<file path="src/rtl/spg_pkg.sv">
// spg_pkg: shared types, constants and helpers of the sandpile relaxation grid
// used by sandpile_relaxation_grid and spg_checker
// no dependencies
package spg_pkg;

    localparam int GRID_SIZE = 32;
    localparam int GRID_W    = $clog2(GRID_SIZE);
    localparam int ADDR_W    = 2 * GRID_W;
    localparam int CNT_W     = ADDR_W + 1;
    localparam int CELL_W    = 3;
    localparam int COUNT_W   = 16;
    localparam int SWEEP_W   = 16;

    localparam logic [CELL_W-1:0]  CELL_MAX         = 3'd7;
    localparam logic [CELL_W-1:0]  TOPPLE_ABOVE     = 3'd3;
    localparam logic [COUNT_W-1:0] COUNT_MAX        = 16'hFFFF;
    localparam logic [SWEEP_W-1:0] MAX_SWEEPS_RESET = 16'd1024;

    localparam logic FUNC_ADD  = 1'b0;
    localparam logic FUNC_READ = 1'b1;

    localparam logic [1:0] NB_UP    = 2'd0;
    localparam logic [1:0] NB_DOWN  = 2'd1;
    localparam logic [1:0] NB_LEFT  = 2'd2;
    localparam logic [1:0] NB_RIGHT = 2'd3;

    typedef struct packed {
        logic       func;
        logic [4:0] row;
        logic [4:0] col;
    } spg_in_t;

    typedef struct packed {
        logic [CELL_W-1:0]  cell_value;
        logic [COUNT_W-1:0] topple_count;
        logic               not_stable;
    } spg_out_t;

    function automatic logic [CELL_W-1:0] spg_sat_inc(input logic [CELL_W-1:0] v);
        logic [CELL_W-1:0] r;
        r = (v == CELL_MAX) ? v : v + CELL_W'(1);
        return r;
    endfunction

    // wrapped neighbor address on the torus
    function automatic logic [ADDR_W-1:0] spg_neighbor(input logic [ADDR_W-1:0] a,
                                                       input logic [1:0] sel);
        logic [GRID_W-1:0] r;
        logic [GRID_W-1:0] c;
        logic [ADDR_W-1:0] n;
        r = a[ADDR_W-1:GRID_W];
        c = a[GRID_W-1:0];
        case (sel)
            NB_UP:    n = {r - GRID_W'(1), c};
            NB_DOWN:  n = {r + GRID_W'(1), c};
            NB_LEFT:  n = {r, c - GRID_W'(1)};
            NB_RIGHT: n = {r, c + GRID_W'(1)};
            default:  n = a;
        endcase
        return n;
    endfunction

endpackage

</file>
<file path="src/rtl/sandpile_relaxation_grid.sv">
// sandpile_relaxation_grid: toroidal sandpile grid held in one on-chip memory
// depends on spg_pkg
//
// usage
//   s_ channel takes one word per item: func (add grain or read), row, col
//   m_ channel returns one word per item: cell_value, topple_count, not_stable
//   cfg_ channel writes max_sweeps (reset value 1024); the user is to write it
//   only while the block is idle, the block itself does not enforce this
// processing
//   one item at a time; a read item goes straight to the final read of its cell
//   an add item increments its cell; a sweep decision follows it and each sweep,
//   and a final read ends it; a sweep visits all 1024 cells, one per cycle, and
//   per topple does four neighbor read-modify-writes, one per cycle, on one read port
// reset
//   after aresetn a clearing pass writes zero to all 1024 cells, one a cycle;
//   s_ready stays low during that pass, cfg writes are taken as ever
// stall
//   a finished result waits in the output register until m_ready; the next
//   item is accepted meanwhile and holds in its last step until the slot frees
module sandpile_relaxation_grid (
    input  logic             aclk,
    input  logic             aresetn,
    input  logic             s_valid,
    output logic             s_ready,
    input  spg_pkg::spg_in_t s_data,
    output logic             m_valid,
    input  logic             m_ready,
    output spg_pkg::spg_out_t m_data,
    input  logic             cfg_valid,
    output logic             cfg_ready,
    input  logic [15:0]      cfg_data
);
    import spg_pkg::*;

    typedef enum logic [2:0] {
        ST_CLEAR,
        ST_IDLE,
        ST_ADD,
        ST_DECIDE,
        ST_CHECK,
        ST_NB,
        ST_OUT
    } state_t;

    state_t             state_reg, state_next;
    logic [ADDR_W-1:0]  cell_reg, cell_next;
    logic [ADDR_W-1:0]  tgt_reg, tgt_next;
    logic [1:0]         nb_reg, nb_next;
    logic [SWEEP_W-1:0] sweeps_reg, sweeps_next;
    logic [COUNT_W-1:0] topples_reg, topples_next;
    logic [CNT_W-1:0]   unstable_reg, unstable_next;
    logic [SWEEP_W-1:0] max_sweeps_reg, max_sweeps_next;
    logic               flag_reg, flag_next;
    logic               m_valid_reg, m_valid_next;
    spg_out_t           m_data_reg, m_data_next;

    logic [CELL_W-1:0]  grid_mem [2**ADDR_W];
    logic [CELL_W-1:0]  mem_rd_reg;
    logic               byp_hit_reg;
    logic [CELL_W-1:0]  byp_data_reg;
    logic               mem_we;
    logic [ADDR_W-1:0]  mem_wa;
    logic [CELL_W-1:0]  mem_wd;
    logic [ADDR_W-1:0]  mem_ra;
    logic [CELL_W-1:0]  rdata;
    logic [ADDR_W-1:0]  nb_addr;
    logic [ADDR_W-1:0]  in_addr;
    logic               s_accept;

    assign s_ready   = (state_reg == ST_IDLE);
    assign s_accept  = s_valid && s_ready;
    assign cfg_ready = 1'b1;
    assign m_valid   = m_valid_reg;
    assign m_data    = m_data_reg;
    assign rdata     = byp_hit_reg ? byp_data_reg : mem_rd_reg;
    assign nb_addr   = spg_neighbor(cell_reg, nb_reg);
    assign in_addr   = {s_data.row[GRID_W-1:0], s_data.col[GRID_W-1:0]};

    // grid memory, one write and one read port, read data registered
    always_ff @(posedge aclk) begin
        if (mem_we) begin
            grid_mem[mem_wa] <= mem_wd;
        end
        mem_rd_reg   <= grid_mem[mem_ra];
        byp_hit_reg  <= mem_we && (mem_wa == mem_ra);
        byp_data_reg <= mem_wd;
    end

    always_comb begin
        state_next      = state_reg;
        cell_next       = cell_reg;
        tgt_next        = tgt_reg;
        nb_next         = nb_reg;
        sweeps_next     = sweeps_reg;
        topples_next    = topples_reg;
        unstable_next   = unstable_reg;
        flag_next       = flag_reg;
        max_sweeps_next = max_sweeps_reg;
        m_valid_next    = m_valid_reg && !m_ready;
        m_data_next     = m_data_reg;
        mem_we          = 1'b0;
        mem_wa          = cell_reg;
        mem_wd          = '0;
        mem_ra          = tgt_reg;

        if (cfg_valid) begin
            max_sweeps_next = cfg_data;
        end

        case (state_reg)
            ST_CLEAR: begin
                mem_we    = 1'b1;
                mem_wa    = cell_reg;
                mem_wd    = '0;
                cell_next = cell_reg + ADDR_W'(1);
                if (&cell_reg) begin
                    state_next = ST_IDLE;
                end
            end
            ST_IDLE: begin
                mem_ra = in_addr;
                if (s_accept) begin
                    tgt_next     = in_addr;
                    sweeps_next  = '0;
                    topples_next = '0;
                    flag_next    = 1'b0;
                    state_next   = (s_data.func == FUNC_ADD) ? ST_ADD : ST_OUT;
                end
            end
            ST_ADD: begin
                mem_we = 1'b1;
                mem_wa = tgt_reg;
                mem_wd = spg_sat_inc(rdata);
                if (rdata == TOPPLE_ABOVE) begin
                    unstable_next = unstable_reg + CNT_W'(1);
                end
                state_next = ST_DECIDE;
            end
            ST_DECIDE: begin
                if (unstable_reg == '0) begin
                    mem_ra     = tgt_reg;
                    state_next = ST_OUT;
                end else if (sweeps_reg >= max_sweeps_reg) begin
                    flag_next  = 1'b1;
                    mem_ra     = tgt_reg;
                    state_next = ST_OUT;
                end else begin
                    cell_next  = '0;
                    mem_ra     = '0;
                    state_next = ST_CHECK;
                end
            end
            ST_CHECK: begin
                if (rdata > TOPPLE_ABOVE) begin
                    mem_we        = 1'b1;
                    mem_wa        = cell_reg;
                    mem_wd        = '0;
                    unstable_next = unstable_reg - CNT_W'(1);
                    if (topples_reg != COUNT_MAX) begin
                        topples_next = topples_reg + COUNT_W'(1);
                    end
                    nb_next    = NB_UP;
                    mem_ra     = spg_neighbor(cell_reg, NB_UP);
                    state_next = ST_NB;
                end else if (&cell_reg) begin
                    sweeps_next = sweeps_reg + SWEEP_W'(1);
                    state_next  = ST_DECIDE;
                end else begin
                    cell_next = cell_reg + ADDR_W'(1);
                    mem_ra    = cell_reg + ADDR_W'(1);
                end
            end
            ST_NB: begin
                mem_we = 1'b1;
                mem_wa = nb_addr;
                mem_wd = spg_sat_inc(rdata);
                if (rdata == TOPPLE_ABOVE) begin
                    unstable_next = unstable_reg + CNT_W'(1);
                end
                if (nb_reg != NB_RIGHT) begin
                    nb_next = nb_reg + 2'd1;
                    mem_ra  = spg_neighbor(cell_reg, nb_reg + 2'd1);
                end else if (&cell_reg) begin
                    sweeps_next = sweeps_reg + SWEEP_W'(1);
                    state_next  = ST_DECIDE;
                end else begin
                    cell_next  = cell_reg + ADDR_W'(1);
                    mem_ra     = cell_reg + ADDR_W'(1);
                    state_next = ST_CHECK;
                end
            end
            ST_OUT: begin
                mem_ra = tgt_reg;
                if (!m_valid_reg || m_ready) begin
                    m_valid_next            = 1'b1;
                    m_data_next.cell_value   = rdata;
                    m_data_next.topple_count = topples_reg;
                    m_data_next.not_stable   = flag_reg;
                    state_next              = ST_IDLE;
                end
            end
            default: begin
                state_next = ST_IDLE;
            end
        endcase
    end

    always_ff @(posedge aclk) begin
        if (!aresetn) begin
            state_reg      <= ST_CLEAR;
            cell_reg       <= '0;
            nb_reg         <= NB_UP;
            unstable_reg   <= '0;
            max_sweeps_reg <= MAX_SWEEPS_RESET;
            m_valid_reg    <= 1'b0;
            sweeps_reg     <= '0;
            topples_reg    <= '0;
            flag_reg       <= 1'b0;
        end else begin
            state_reg      <= state_next;
            cell_reg       <= cell_next;
            nb_reg         <= nb_next;
            unstable_reg   <= unstable_next;
            max_sweeps_reg <= max_sweeps_next;
            m_valid_reg    <= m_valid_next;
            sweeps_reg     <= sweeps_next;
            topples_reg    <= topples_next;
            flag_reg       <= flag_next;
        end
        tgt_reg    <= tgt_next;
        m_data_reg <= m_data_next;
    end

endmodule

</file>
<file path="config.mk">
export PLATFORM = sky130hd
export DESIGN_NAME = sandpile_relaxation_grid
export DESIGN_NICKNAME = d
export VERILOG_FILES = /design/src/rtl/spg_pkg.sv /design/src/rtl/sandpile_relaxation_grid.sv
export SDC_FILE = /design/constraint.sdc
export NUM_CORES = 2
export LEC_CHECK = 0
export ABC_AREA = 1
export BUFFER_PORTS_ARGS = -buffer_cell sky130_fd_sc_hd__clkbuf_2
export CAP_MARGIN = 20
export CORE_ASPECT_RATIO = 0.7
export CORE_MARGIN = 5
export CORE_UTILIZATION = 60
export DETAILED_ROUTE_END_ITERATION = 10
export PLACE_DENSITY = 0.76
export SLEW_MARGIN = 15
export SYNTH_ARGS = -nofsm -noshare
export SYNTH_HDL_FRONTEND = slang
export SYNTH_SLANG_ARGS = --single-unit
</file>
<file path="constraint.sdc">
create_clock -name aclk -period 50.9 [get_ports aclk]
set_clock_uncertainty 0.05 [all_clocks]
set_input_delay 2.545 -clock aclk [delete_from_list [all_inputs] [get_ports aclk]]
set_output_delay 2.545 -clock aclk [all_outputs]
set_load 0.1 [all_outputs]
</file>
# Yosys cells after proc, flatten, opt, wreduce, memory -nomap -nowiden
# Memory sizes are Yosys's and may differ from the RTL's. A register that Yosys moved wholly into a read port is not among the register bits.
# Cells that the tools add are included.
[word_totals] memories=1 out_inout_bits=23 in_bits=32 mem_bits_rw=3072 elab_cells=140 regBits=110
[op_classes] n_reduce_logical=28 n_addsub=11 magnitude_cmp=2 eq_ne=30 mux=53
[memory_table] name="grid_mem" depth=1024 word_bits=3 rd=1 rd_clocked_by_memory_dff=1 write_ports=1 line="sandpile_relaxation_grid.sv:57" source="logic [CELL_W-1:0] grid_mem [2**ADDR_W];"
[op_table] op="case mux 10 bit (4 select lines)" n=4
[op_table] op="two-way mux 10 bit" n=10
[op_table] op="two-way mux 16 bit" n=6
[op_table] op="case mux 16 bit (3 select lines)" n=1
[op_table] op="two-way mux 3 bit" n=11
[op_table] op="adder 16 x 1 -> 16 bit, second input constant" n=2
[op_table] op="case mux 16 bit (2 select lines)" n=1
[op_table] op="two-way mux 11 bit" n=2
[op_table] op="inequality test 2 bit, second input constant" n=11
[op_table] op="case mux 11 bit (2 select lines)" n=1
[op_table] op="case mux 3 bit (7 select lines)" n=1
[op_table] op="case mux 10 bit (2 select lines)" n=1
[op_table] op=">= comparator 16 bit" n=1
[op_table] op="inequality test 16 bit, second input constant" n=1
[op_table] op="equality test 3 bit, second input constant" n=4
[op_table] op="AND reduction 4 bit" n=3
[op_table] op="adder 11 x 1 -> 11 bit, second input constant" n=1
[op_table] op="logical NOT 11 bit" n=1
[op_table] op="subtractor 11 x 1 -> 11 bit, second input constant" n=1
[op_table] op="adder 10 x 1 -> 10 bit, second input constant" n=1
[op_table] op="adder 5 x 1 -> 5 bit, second input constant" n=2
[op_table] op="equality test 10 bit" n=1
[op_table] op="AND reduction 10 bit" n=1
[op_table] op="AND reduction 5 bit" n=2
[op_table] op="26 further kinds" n=54

# Longest topological paths before layout
[logic_depth] depth_word=7 depth_mapped=30 ltp_nobuf=26

# Least setup slack after synthesis
# Ideal clock, no wire load.
[synth_timing] path_type="reg-to-reg" from="reg state_reg[0]" to="mem grid_mem[0][0], data pin" path_slack_ns=16.815 arrival_time_ns=28.340 n_path_buf=1 stages_incl_launch_ff=7 setup_time_ns=5.695 path_cell_list="dfxtp_1 > buf_2 > inv_2 > nand2_1 > nor2_1 > nor2_1 > a21oi_1"
[synth_between] elab_chain_len=3
[synth_lines] element="start: declaration" line="sandpile_relaxation_grid.sv:45" source="state_t state_reg, state_next;"
[synth_lines] element="start signal: assignment" line="sandpile_relaxation_grid.sv:220" source="state_reg <= state_next;"
[synth_lines] element="equality test 3 bit / equality test 3 x 2 -> 1 bit (equally long branches)" line="sandpile_relaxation_grid.sv:110" source="case (state_reg)"
[synth_lines] element="OR reduction 2 bit (no line) (*)"
[synth_lines] element="two-way mux 3 bit (*)"
[synth_lines] element="named net mem_wd[0]" line="sandpile_relaxation_grid.sv:63" source="logic [CELL_W-1:0] mem_wd;"
[synth_lines] element="end: declaration" line="sandpile_relaxation_grid.sv:57"
# The timed path passes the listed nets; every way through them passes the cells marked *.

==> impl_metrics.ini <==
[global_routing]
grt_pass1_vias = 95800
track_usage_pct = 31.8
gr-total-overflow = 0
antenna_found_initial = 16
grt_pass1_wl_um = 591000
grt_max_degree = 251

[clocking]
cts.sinks = 3185
clkTransAtPathRegs_ns = 0.06
clock_latency_ns = 0.88
cts_tree = done
cts-resized-gates = 0
numCtsBuffers = 291
postCtsSetupRepairBufs = 0
cts-root-buf = clkbuf_16
cts_buffer_depth = 4
cts_max_level = 5
holdBufCountCts = 0

[setup_path]
worst_setup_path_start_kind = input port
critPathLaunch = s_data[0]
required_ns = 51.64
cp_num_cells = 23
worstSetupPathType = input port to register
path_common_cell = nand3_1
worstRegToRegCells = 24
critPathSlowestCell = buf_4
crit_family = simple AND/OR/NAND/NOR gates
critical_path_buf_inv_count = 5
timing.rr.start = cell_reg[1]
critical_path_arrival_ns = 10.20
cp-end-kind = register
critPathMaxFanout = 137
crit_chain = clkbuf_2 -> nand2_1 -> nand2_1 -> nor2_1 -> nand4_1 -> nand2_8 -> nand2_4 -> inv_8 -> buf_4 -> buf_4 -> buf_12 -> nand2_1 -> nand2_1 -> nand2_1 -> nand3_1 -> nand3_1 -> nand3_1 -> nand3_1 -> nand3_1 -> nand3_1 -> nand3_1 -> nand3_1 -> nand2_1
cpPeakStageDelay_ns = 0.92

[pwr]
sw_frac_of_total_pct = 37.3
power_density_mw_per_mm2 = 48.9
finalPower_w = 0.00741
clockPowerShare_pct = 28.5
ir_drop_mv = 0.0543
seqPwrFrac_pct = 39.2
switchingPower_w = 0.00276
p_comb_share_pct = 32.4
cellLeakagePower_nw = 56.0
power.internal_w = 0.00465

[placed_design]
hpwl_um = 212000
place_congestion = 0.894
placed_area_sq_mm = 0.143
port-buffer-count = 53
numPlacedInstances = 15500

[layout]
largest_register_ffs = 3072
drive_gt1_share_pct = 5.40
final_cells = 16100
final_design_area_no_fill_sq_mm = 0.151
nNetsFinal = 12800
area_growth_pct = 7.58

[floorplan]
row_count = 148
ios = 55
die_width_um = 589
start_util_pct = 60.4
die_h_um = 415
dieArea_sq_mm = 0.245
coreArea_sq_mm = 0.233

[timing]
slew_violations = 0
setup_violations = 0
post-route-period-util_pct = 18.6
tightest_slew_ns = 1.38
slew_headroom_pct = 8.24
finalHoldViolCount = 0
post-route-min-period_ns = 9.46
holdWs_ns = 0.394
tns_ns = 0
fmax_mhz = 106
rsz0062_at_grt = no

[detailed_routing]
drt-initial-drc-count = 16100
wl_per_cell_um = 24.8
num_vias = 100000
drtAntennaViolNets = 0
wl_um = 398000
dr.pass1.iters = 10
drt-vias-per-instance = 6.25
route.detailed.drc = 0

[logic_synthesis]
syn_area_per_cell_sq_um = 10.7
async_flop_share_pct = 0
netlist_instances = 13200
yosys_most_used_dff = edfxtp_1
syn_nets = 13300
synth-seq-area-share_pct = 67.3
synthesis.area_sq_mm = 0.141
ys_types = 48
synth_edf_count = 3102
synth-seq-cells = 3185
yosys_warnings = 0

[worst_hold_path]
hold_class = register to register
hold_path_depth = 0
worstHoldStart = topples_reg[5]

[status]
outcome = finished, final reports clean

[flow_run]
maxCapViolations = 0
-- Yosys cell counts (all sizes together) (2+ instances only) --
cell / n / area share, %
edfxtp: 3102 / 66
o21bai: 2 / 0.011
o221ai: 9 / 0.056
nand3b: 512 / 2.7
o2111ai: 3 / 0.019
xnor2: 4 / 0.025
a21oi: 195 / 0.70
clkbuf: 460 / 1.2
nor4: 2 / 0.0089
nand3: 2154 / 7.7
nor3: 34 / 0.12
o211ai: 449 / 2.4
o22ai: 6 / 0.027
nor3b: 2 / 0.011
clkinv: 7 / 0.019
nand4: 12 / 0.053
nand2: 2922 / 7.8
or2: 3 / 0.013
buf: 487 / 1.8
dfxtp: 83 / 1.2
a221oi: 13 / 0.081
o21ai: 203 / 0.72
a211oi: 18 / 0.096
nor2: 1115 / 3.0
inv: 1316 / 3.5
ha: 37 / 0.33
a22oi: 2 / 0.011
a31oi: 8 / 0.036
xor2: 22 / 0.14
-- power groups by stage --
stage | registers, W | logic (W) | clock network, W
6_report | 0.00290 | 0.00240 | 0.00211
2_1_floorplan | 0.00300 | 0.00155 | 0
5_1_grt | 0.00290 | 0.00254 | 0.00222
3_5_place_dp | 0.00296 | 0.00229 | 0
4_1_cts | 0.00290 | 0.00230 | 0.00211
3_3_place_gp | 0.00296 | 0.00224 | 0
-- layout by cell type, fill, tap and decap left out, types with 15 or more instances in the layout --
cell	netlist	final
clkbuf_2	0	53
clkinv_2	0	49
xor2_1	22	22
dfxtp_1	83	83
a211oi_1	18	18
o21ai_1	78	75
edfxtp_1	3102	3102
o211ai_1	449	449
clkinv_1	7	53
clkbuf_1	460	66
a21oi_1	194	192
bufinv_16	0	15
inv_1	1307	1305
clkbuf_16	0	300
nand3b_1	512	512
nor2_1	1110	1107
nor3_1	33	29
buf_4	58	161
buf_12	0	15
ha_1	37	37
nand2_4	0	36
o21ai_0	125	125
nand2_1	2915	2875
nand3_1	2154	2153
-- metal layers --
| layer | global-route usage (%) | vias to the layer above | share of wire, % |
|---|---|---|---|
| met5 | 0 | - | 0.027 |
| li1 | - | 44400 | - |
| met1 | 44.0 | 47800 | 37 |
| met2 | 48.2 | 7170 | 44 |
| met3 | 8.70 | 1087 | 15 |
| met4 | 12.6 | 14 | 4.5 |
-- through the flow --
| step | utilization [%] | setup WS [ns] |
|---|---|---|
| final | 65.0 | 41.44 |
| after global routing | 65.0 | 41.44 |
| after CTS | 65.0 | 42.10 |
| after detailed placement | 61.2 | 41.24 |
| after global placement | 61.2 | 41.39 |
| after floorplan | - | 16.82 |
-- path summary, 6_finish.rpt --
kind / end / slack [ns]
setup / recovery: mem_rd_reg[1] / 41.44
hold / removal: m_data[6] / 0.39
setup reg to reg: mem_rd_reg[1] / 41.57
hold reg to reg: m_data[6] / 0.39
-- kinds of logic after synthesis --
| logic type | count (synthesis) | share of synthesized area (%) |
|---|---|---|
| flops | 3185 | 67.3 |
| compound gates | 913 | 4.17 |
| other cells | 1 | 0.00266 |
| xor+xnor | 26 | 0.162 |
| simple gates | 6757 | 21.4 |
| buf+inv | 2270 | 6.58 |
| fa+ha+maj | 38 | 0.343 |
-- cell type report --
type	instances	area [sq um]
Antenna cell	5	12.5
Clock buffer	370	7810
Clock inverter	130	1040
Fill cell	17100	81500
Inverter	1323	5010
Multi-Input combinational cell	7735	37100
Sequential cell	3185	94800
Tap cell	3075	3850
Timing Repair Buffer	233	1820
No activity file was read; power rests on OpenSTA's default activity.
